**config.mk**
```make
export PLATFORM = sky130hd
export DESIGN_NAME = laplacian_7pt_row_generator_core
export DESIGN_NICKNAME = d
export VERILOG_FILES = /design/src/sv/lap7_pkg.sv /design/src/sv/laplacian_7pt_row_generator_core.sv
export SDC_FILE = /design/constraint.sdc
export NUM_CORES = 2
export LEC_CHECK = 0
export ABC_AREA = 1
export BUFFER_PORTS_ARGS = -buffer_cell sky130_fd_sc_hd__buf_2
export CAP_MARGIN = 20
export CORE_ASPECT_RATIO = 0.8
export CORE_MARGIN = 2
export CORE_UTILIZATION = 50
export DETAILED_ROUTE_END_ITERATION = 10
export PLACE_DENSITY = 0.68
export REMOVE_ABC_BUFFERS = 1
export SLEW_MARGIN = 0
export SYNTH_ARGS = -nofsm -noshare
export SYNTH_HDL_FRONTEND = slang
export SYNTH_SLANG_ARGS = --single-unit
```
**constraint.sdc**
```tcl
create_clock -name clk -period 66.3 [get_ports clk]
set_clock_uncertainty 0.15 [all_clocks]
set_input_delay 0 -clock clk [delete_from_list [all_inputs] [get_ports clk]]
set_output_delay 0 -clock clk [all_outputs]
set_load 0.1 [all_outputs]
```
**src/sv/lap7_pkg.sv**
```systemverilog
`default_nettype none
package lap7_pkg;

  // Field widths.
  localparam int unsigned IdxW  = 30;
  localparam int unsigned GridW = 11;
  localparam int unsigned CoefW = 21;
  localparam int unsigned ValW  = 24;
  localparam int unsigned CfgIW = 3;
  localparam int unsigned CfgDW = 21;

  // Quotient bits per division: coordinates stay below the grid size.
  localparam int unsigned QW     = GridW;
  localparam int unsigned PlaneW = 2 * GridW;
  localparam int unsigned RowsW  = 3 * GridW;
  localparam int unsigned TermW  = CoefW + 2;
  localparam int unsigned SumW   = CoefW + 4;
  localparam int unsigned NumEnt = 7;

  // Largest positive matrix value.
  localparam logic [ValW-1:0] ValMax = {1'b0, {(ValW-1){1'b1}}};

  // Configuration register indexes.
  localparam logic [CfgIW-1:0] RegGridX = 3'd0;
  localparam logic [CfgIW-1:0] RegGridY = 3'd1;
  localparam logic [CfgIW-1:0] RegGridZ = 3'd2;
  localparam logic [CfgIW-1:0] RegCoefX = 3'd3;
  localparam logic [CfgIW-1:0] RegCoefY = 3'd4;
  localparam logic [CfgIW-1:0] RegCoefZ = 3'd5;

  // One-hot entry codes, in emission order.
  localparam logic [NumEnt-1:0] EntDiag = 7'b0000001;
  localparam logic [NumEnt-1:0] EntZm   = 7'b0000010;
  localparam logic [NumEnt-1:0] EntYm   = 7'b0000100;
  localparam logic [NumEnt-1:0] EntXm   = 7'b0001000;
  localparam logic [NumEnt-1:0] EntXp   = 7'b0010000;
  localparam logic [NumEnt-1:0] EntYp   = 7'b0100000;
  localparam logic [NumEnt-1:0] EntZp   = 7'b1000000;

endpackage
`default_nettype wire

```
**src/sv/laplacian_7pt_row_generator_core.sv**
```systemverilog
// Seven-point Laplacian row generator for a 3-D grid, CSR entry stream.
// Input channel: in_valid / in_stall carry one global row index per
// transaction. Output channel: out_valid / out_stall carry one matrix entry
// per transaction: the diagonal first, then the z-1, y-1, x-1, x+1, y+1 and
// z+1 neighbors that exist; out_last_entry marks the end of a row. A row
// index outside the grid yields one entry with out_bad_row set.
// Configuration: cfg_wr_en writes cfg_data into register cfg_index (grid
// sizes 0..2, coefficients 3..5); write only while the block is idle.
// Pipeline: one capture stage, 22 compare-subtract stages (11 for z, 11 for y),
// one neighbor stage, the entry sequencer and the output register.
// Throughput: one entry per cycle while the receiver does not stall; a row holds
// the sequencer until its last entry is loaded, and only then does a new row enter.
// Reset loads the default grid (10 x 10 x 10, coefficients 100) and empties
// the pipeline. When the receiver stalls, the output holds and the whole
// pipeline freezes once the sequencer is full; in_stall then rises.
`default_nettype none
module laplacian_7pt_row_generator_core
  import lap7_pkg::*;
#(
  parameter int unsigned MAX_DIM = 1024
) (
  input  wire logic                     clk,
  input  wire logic                     rst_n,
  input  wire logic                     cfg_wr_en,
  input  wire logic [CfgIW-1:0]         cfg_index,
  input  wire logic [CfgDW-1:0]         cfg_data,
  input  wire logic                     in_valid,
  output logic                          in_stall,
  input  wire logic [IdxW-1:0]          in_row_index,
  output logic                          out_valid,
  input  wire logic                     out_stall,
  output logic [IdxW-1:0]               out_column_index,
  output logic signed [ValW-1:0]        out_entry_value,
  output logic                          out_is_diagonal,
  output logic                          out_last_entry,
  output logic                          out_bad_row
);

  localparam int unsigned DimW = 13;
  localparam int unsigned ND   = 2 * QW;

  // Configuration registers.
  logic [GridW-1:0] grid_x_r, grid_y_r, grid_z_r;
  logic [CoefW-1:0] coef_x_r, coef_y_r, coef_z_r;

  always_ff @(posedge clk) begin
    if (!rst_n) begin
      grid_x_r <= GridW'(10);
      grid_y_r <= GridW'(10);
      grid_z_r <= GridW'(10);
      coef_x_r <= CoefW'(100);
      coef_y_r <= CoefW'(100);
      coef_z_r <= CoefW'(100);
    end else if (cfg_wr_en) begin
      case (cfg_index)
        RegGridX: grid_x_r <= cfg_data[GridW-1:0];
        RegGridY: grid_y_r <= cfg_data[GridW-1:0];
        RegGridZ: grid_z_r <= cfg_data[GridW-1:0];
        RegCoefX: coef_x_r <= cfg_data[CoefW-1:0];
        RegCoefY: coef_y_r <= cfg_data[CoefW-1:0];
        RegCoefZ: coef_z_r <= cfg_data[CoefW-1:0];
        default: ;
      endcase
    end
  end

  // Saturated sizes and derived plane and row counts, each registered from the one before.
  logic [GridW-1:0]  gx_r, gy_r, gz_r;
  logic [PlaneW-1:0] plane_r;
  logic [RowsW-1:0]  rows_r;

  always_ff @(posedge clk) begin
    gx_r    <= ({2'b0, grid_x_r} > DimW'(MAX_DIM)) ? GridW'(MAX_DIM) : grid_x_r;
    gy_r    <= ({2'b0, grid_y_r} > DimW'(MAX_DIM)) ? GridW'(MAX_DIM) : grid_y_r;
    gz_r    <= ({2'b0, grid_z_r} > DimW'(MAX_DIM)) ? GridW'(MAX_DIM) : grid_z_r;
    plane_r <= gx_r * gy_r;
    rows_r  <= plane_r * gz_r;
  end

  // Pipeline advance: everything moves when the sequencer can take a row.
  logic en;
  assign in_stall = !en;

  // Division stages: stage 0 is the capture, stage k+1 follows step k.
  logic            v_r   [0:ND];
  logic [IdxW-1:0] idx_r [0:ND];
  logic [IdxW-1:0] rem_r [0:ND];
  logic [QW-1:0]   qz_r  [0:ND];
  logic [QW-1:0]   qy_r  [0:ND];
  logic [IdxW-1:0] rem_nxt [0:ND-1];
  logic [QW-1:0]   qz_nxt  [0:ND-1];
  logic [QW-1:0]   qy_nxt  [0:ND-1];

  // One restoring step per stage: z by plane, then y by gx.
  always_comb begin
    logic [RowsW-1:0] sh;
    logic             ge;
    for (int k = 0; k < ND; k++) begin
      if (k < QW) sh = {{GridW{1'b0}}, plane_r} << (QW - 1 - k);
      else        sh = {{PlaneW{1'b0}}, gx_r} << (ND - 1 - k);
      ge = {3'b0, rem_r[k]} >= sh;
      rem_nxt[k] = ge ? (rem_r[k] - sh[IdxW-1:0]) : rem_r[k];
      qz_nxt[k]  = qz_r[k];
      qy_nxt[k]  = qy_r[k];
      if (k < QW) qz_nxt[k][QW-1-k] = ge;
      else        qy_nxt[k][ND-1-k] = ge;
    end
  end

  always_ff @(posedge clk) begin
    if (!rst_n) begin
      for (int k = 0; k <= ND; k++) v_r[k] <= 1'b0;
    end else if (en) begin
      v_r[0] <= in_valid;
      for (int k = 0; k < ND; k++) v_r[k+1] <= v_r[k];
    end
  end

  always_ff @(posedge clk) begin
    if (en) begin
      idx_r[0] <= in_row_index;
      rem_r[0] <= in_row_index;
      qz_r[0]  <= '0;
      qy_r[0]  <= '0;
      for (int k = 0; k < ND; k++) begin
        idx_r[k+1] <= idx_r[k];
        rem_r[k+1] <= rem_nxt[k];
        qz_r[k+1]  <= qz_nxt[k];
        qy_r[k+1]  <= qy_nxt[k];
      end
    end
  end

  // Neighbor stage: existence flags and per-axis diagonal contributions.
  logic [QW-1:0]    cx, cy, cz;
  logic [5:0]       nb_flags;
  logic [TermW-1:0] t_zm, t_ym, t_xm, t_xp, t_yp, t_zp;

  assign cx = rem_r[ND][QW-1:0];
  assign cy = qy_r[ND];
  assign cz = qz_r[ND];

  always_comb begin
    nb_flags[0] = cz != '0;
    nb_flags[1] = cy != '0;
    nb_flags[2] = cx != '0;
    nb_flags[3] = ({1'b0, cx} + 1'b1) < {1'b0, gx_r};
    nb_flags[4] = ({1'b0, cy} + 1'b1) < {1'b0, gy_r};
    nb_flags[5] = ({1'b0, cz} + 1'b1) < {1'b0, gz_r};
    t_zm = nb_flags[0] ? TermW'(coef_z_r) : ((gz_r > 1) ? TermW'({coef_z_r, 1'b0}) : '0);
    t_ym = nb_flags[1] ? TermW'(coef_y_r) : ((gy_r > 1) ? TermW'({coef_y_r, 1'b0}) : '0);
    t_xm = nb_flags[2] ? TermW'(coef_x_r) : ((gx_r > 1) ? TermW'({coef_x_r, 1'b0}) : '0);
    t_xp = nb_flags[3] ? TermW'(coef_x_r) : ((gx_r > 1) ? TermW'({coef_x_r, 1'b0}) : '0);
    t_yp = nb_flags[4] ? TermW'(coef_y_r) : ((gy_r > 1) ? TermW'({coef_y_r, 1'b0}) : '0);
    t_zp = nb_flags[5] ? TermW'(coef_z_r) : ((gz_r > 1) ? TermW'({coef_z_r, 1'b0}) : '0);
  end

  logic             b_v_r;
  logic [IdxW-1:0]  b_idx_r;
  logic             b_bad_r;
  logic [5:0]       b_flags_r;
  logic [TermW-1:0] b_sx_r, b_sy_r, b_sz_r;

  always_ff @(posedge clk) begin
    if (!rst_n) b_v_r <= 1'b0;
    else if (en) b_v_r <= v_r[ND];
  end

  always_ff @(posedge clk) begin
    if (en) begin
      b_idx_r   <= idx_r[ND];
      b_bad_r   <= (rows_r == '0) || ({3'b0, idx_r[ND]} >= rows_r);
      b_flags_r <= nb_flags;
      b_sx_r    <= t_xm + t_xp;
      b_sy_r    <= t_ym + t_yp;
      b_sz_r    <= t_zm + t_zp;
    end
  end

  // Entry sequencer: a mask of entries still to send for the current row.
  logic [NumEnt-1:0] mask_r;
  logic [IdxW-1:0]   e_idx_r;
  logic [ValW-1:0]   e_diag_r;
  logic              e_bad_r;
  logic              out_valid_r;
  logic [NumEnt-1:0] pick, rest, mask_new;
  logic              load;
  logic [SumW-1:0]   diag_sum;
  logic [ValW-1:0]   diag_sat;

  assign load = (mask_r != '0) && (!out_valid_r || !out_stall);
  assign pick = mask_r & (~mask_r + 1'b1);
  assign rest = mask_r & ~pick;
  assign en   = (mask_r == '0) || (load && (rest == '0));

  assign diag_sum = SumW'(b_sx_r) + SumW'(b_sy_r) + SumW'(b_sz_r);
  assign diag_sat = (diag_sum > SumW'(ValMax)) ? ValMax : diag_sum[ValW-1:0];
  assign mask_new = b_bad_r ? EntDiag : {b_flags_r, 1'b1};

  always_ff @(posedge clk) begin
    if (!rst_n) begin
      mask_r <= '0;
    end else if (en) begin
      mask_r <= b_v_r ? mask_new : '0;
    end else if (load) begin
      mask_r <= rest;
    end
  end

  always_ff @(posedge clk) begin
    if (en) begin
      e_idx_r  <= b_idx_r;
      e_diag_r <= diag_sat;
      e_bad_r  <= b_bad_r;
    end
  end

  // Entry selection: column offset and value for the chosen neighbor.
  logic [IdxW-1:0] sel_col;
  logic [ValW-1:0] sel_val;

  always_comb begin
    sel_col = e_idx_r;
    sel_val = e_diag_r;
    case (pick)
      EntDiag: begin
        sel_col = e_idx_r;
        sel_val = e_diag_r;
      end
      EntZm: begin
        sel_col = e_idx_r - IdxW'(plane_r);
        sel_val = ValW'(0) - ValW'(coef_z_r);
      end
      EntYm: begin
        sel_col = e_idx_r - IdxW'(gx_r);
        sel_val = ValW'(0) - ValW'(coef_y_r);
      end
      EntXm: begin
        sel_col = e_idx_r - 1'b1;
        sel_val = ValW'(0) - ValW'(coef_x_r);
      end
      EntXp: begin
        sel_col = e_idx_r + 1'b1;
        sel_val = ValW'(0) - ValW'(coef_x_r);
      end
      EntYp: begin
        sel_col = e_idx_r + IdxW'(gx_r);
        sel_val = ValW'(0) - ValW'(coef_y_r);
      end
      EntZp: begin
        sel_col = e_idx_r + IdxW'(plane_r);
        sel_val = ValW'(0) - ValW'(coef_z_r);
      end
      default: ;
    endcase
  end

  // Output register.
  always_ff @(posedge clk) begin
    if (!rst_n) begin
      out_valid_r <= 1'b0;
    end else if (load) begin
      out_valid_r <= 1'b1;
    end else if (!out_stall) begin
      out_valid_r <= 1'b0;
    end
  end

  always_ff @(posedge clk) begin
    if (load) begin
      out_column_index <= e_bad_r ? '0 : sel_col;
      out_entry_value  <= e_bad_r ? '0 : sel_val;
      out_is_diagonal  <= !e_bad_r && (pick == EntDiag);
      out_last_entry   <= rest == '0;
      out_bad_row      <= e_bad_r;
    end
  end

  assign out_valid = out_valid_r;

`ifndef ASSERT_OFF
  // A flagged row is always a single, final entry.
  a_bad_last: assert property (@(posedge clk) disable iff (!rst_n)
    out_valid && out_bad_row |-> out_last_entry && !out_is_diagonal)
    else $error("bad row entry not marked last");

  // The pipeline only moves when the sequencer has room for a new row.
  a_room: assert property (@(posedge clk) disable iff (!rst_n)
    !in_stall |-> (mask_r == '0) || (load && (rest == '0)))
    else $error("pipeline advanced over a busy sequencer");

  // A row loaded into the sequencer always starts with its diagonal.
  a_diag_first: assert property (@(posedge clk) disable iff (!rst_n)
    en && b_v_r |=> mask_r[0])
    else $error("row loaded without diagonal");
`endif

endmodule
`default_nettype wire

```
==> results.toml <==
[status]
status = "finished, final reports clean"

[routing]
firstDrtPassIters = 9
route.detailed.drc = 0
ant_nets = 0
post_drt_via_cell_ratio = 5.61
wl_mm = 360
vias = 91700
wl_per_cell_um = 22.0
drtIter0Drc = 9309

[clock_tree]
clock-root-buffer = "clkbuf_16"
ctsResizeCount = 0
cts_tree = "yes"
clk_pin_slew_worst_paths_ns = 0.06
clk_latency_ns = 0.93
clk_path_buf_depth = 4
h-tree-depth = 4
cts.sinks = 1963
numCtsBuffers = 206

[synthesis]
yosysTopAreaCell = "edfxtp_1"
synthFlopType = "edfxtp_1"
synth.area.top_cells = "edfxtp_1 45%, nand2_1 9.3%, ha_1 7.3%"
yosys_warnings = 0
async_reset_ff_share_pct = 0
avgSynthCellArea_um2 = 9.18
ys_types = 71
netlist_area_um2 = 117000
yosysSeqAreaShare_pct = 48.5
synth_edf_count = 1753
synth_top_cell_area_share_pct = 44.9
yosys_register_bits = 1963
synth_cells = 12800

[finish]
final_cell_mix = "2900 x nand2_1, 1753 x edfxtp_1, 1626 x inv_1"
nets = 14100
fill_cells = 20800
multi_input_area_um2 = 53000
final_common_cell = "nand2_1"
drive_above_1_share_pct = 5.25
final_cell_area_um2 = 129000
regArea_um2 = 56800
layout.cells.non_filler = 16400
area_delta_synth_final_pct = 10.4

[setup_path]
rrSetupSlack_ns = 60.18
critical_path_required_ns = 66.92
start_kind = "flop"
cp-end-kind = "flop"
reg2reg_to = "rows_r[32]$_DFF_P_"
path_max_fanout = 24
arrival_ns = 6.75
critPathKind = "flop to flop"
r2r-start = "gz_r[7]$_SDFF_PN0_"
rr_worst_depth = 17

[worst_hold_path]
whs_path_depth = 4
hold_path.class = "input port to flop"
hold_path.startpoint = "cfg_data[10]"
holdPathEnd = "grid_x_r[10]$_SDFFE_PN0P_"

[place]
port_buffers = 117
placed_cells = 15900
pre_cts_ws_ns = 60.22
place_area_um2 = 121000
finalWeightedCongestion = 0.981
dpl.hpwl_mm = 274

[timing]
setup_ws_ns = 60.18
final.min_clock_period_ns = 6.12
final.period_utilization_pct = 9.24
report.final.slew_viol_count = 0
setup_tns_ns = 0
worst_pin_slew_ns = 1.16
rsz0062_at_grt = "false"
setup_viol = 0
hold_viol_final = 0
fmax_mhz = 163
max-slew-margin-rel_pct = 22.5

[die]
die_w_um = 545
start_util_pct = 50.4
die_h_um = 437
rows = 158
die_area_um2 = 238000
pin_count = 118
core_um2 = 232000

[global_route]
track_usage_pct = 29.8
grt_pass1_wl_mm = 542
overflow = 0
grt_pass1_vias = 88000
antenna_found_initial = 11
grt_max_degree = 209

[power]
cellLeakagePower_nw = 55.6
p_per_area_nw_per_um2 = 42.1
vdd_ir_drop_max_uv = 30.1

[run]
maxCapViolCount = 0
==> cells in the mapped netlist (all sizes together), types with 52 or more instances <==
| master | n |
|---|---|
| or2 | 73 |
| o21bai | 52 |
| nor4 | 105 |
| o211ai | 58 |
| buf | 93 |
| o21ai | 828 |
| dfxtp | 210 |
| nor3 | 165 |
| inv | 1652 |
| edfxtp | 1753 |
| nand4 | 198 |
| xnor2 | 230 |
| nand3b | 91 |
| a21o | 60 |
| ha | 681 |
| a21oi | 819 |
| nand3 | 690 |
| nand2 | 2912 |
| fa | 309 |
| xor2 | 244 |
| clkbuf | 143 |
| nor2 | 1192 |
==> worst max-delay path, cell delays in order, from the launching register on <==
cell and delay [ns]:
dfxtp_1 1.09, nand2_1 0.19, fa_1 0.59, inv_1 0.05
fa_1 0.47, fa_1 0.52, fa_1 0.60, inv_1 0.08
fa_1 0.55, inv_1 0.05, ha_1 0.38, nand2_1 0.12
nor2_1 0.19, nand2_1 0.08, o21ai_0 0.54, nand3_1 0.19
nand3b_1 0.14, nand2_1 0.06
==> through the flow <==
step	utilization [%]	power, mW	hold WS (ns)
finish	55.7	5.45	0.0596
CTS	55.7	5.43	0.000698
global route	55.7	5.80	0.0410
detailed placement	52.2	4.22	0.0283
global placement	52.2	4.21	0.0267
floorplan	-	3.47	-0.0514
==> repair_timing <==
item                      4_1_cts  5_1_grt
hold buffers                  120        0
hold endpoints to repair      158        0
setup buffers                   0        0
==> layout make-up <==
| type | count | share of cell area (%) |
|---|---|---|
| timing repair buffer | 327 | 1.99 |
| tap | 3120 | 3.01 |
| clock buffer | 235 | 4.13 |
| clock inverter | 135 | 1.19 |
| antenna | 1 | 0.00193 |
| multi-input combinational | 8914 | 41.0 |
| inverter | 1657 | 4.82 |
| sequential | 1963 | 43.9 |
==> layer usage <==
metal	routed length (um)	global-route usage (%)
met5	13	0
met4	14100	10.6
met3	26400	4.74
met2	158000	45.8
met1	162000	42.7
==> registers in the layout, indices dropped and copies added, names as in the netlist, 22 cells and up <==
name,cells
idx_r,689
v_r,23
e_idx_r,30
out_entry_value,24
qy_r,66
plane_r,22
rows_r,33
b_sz_r,23
b_idx_r,30
qz_r,187
b_sx_r,23
e_diag_r,24
b_sy_r,23
rem_r,587
out_column_index,30
==> worst max path at each step <==
stage	cells past startpoint	slack (ns)	to	startpoint
after floorplan	7	43.13	v_r[10]$_DFF_P_	out_valid$_SDFFE_PN0P_
after global placement	17	60.34	rows_r[32]$_DFF_P_	gz_r[7]$_SDFF_PN0_
after detailed placement	9	60.22	idx_r[1][10]$_DFFE_PN_	mask_r[1]$_SDFFE_PN0P_
after CTS	9	60.27	idx_r[3][9]$_DFFE_PN_	mask_r[1]$_SDFFE_PN0P_
after global routing	17	59.84	rows_r[32]$_DFF_P_	gz_r[7]$_SDFF_PN0_
final	17	60.18	rows_r[32]$_DFF_P_	gz_r[7]$_SDFF_PN0_
==> report_power, final <==
part / internal (mW) / switching, mW / leakage, nW / total, mW
registers: 1.75 / 0.248 / 19.8 / 1.99
clock network: 0.686 / 0.496 / 3.31 / 1.18
logic: 0.785 / 1.49 / 32.5 / 2.27
total: 3.22 / 2.23 / 55.6 / 5.45
==> cells by family (layout without fill, tap and decap cells) <==
| logic type | after synthesis | count (layout) | synth area share [%] |
|---|---|---|---|
| AOI/OAI and AO/OA | 1995 | 1995 | 9.37 |
| other | 1 | 2 | 0.00320 |
| xor gates and xnor gates | 474 | 474 | 3.55 |
| buffers and inverters | 1893 | 2354 | 6.30 |
| and+or+nand+nor | 5454 | 5454 | 19.8 |
| adders and majority gates | 990 | 990 | 12.5 |
| DFF | 1963 | 1963 | 48.5 |
Power figures use the tool's default switching activity.
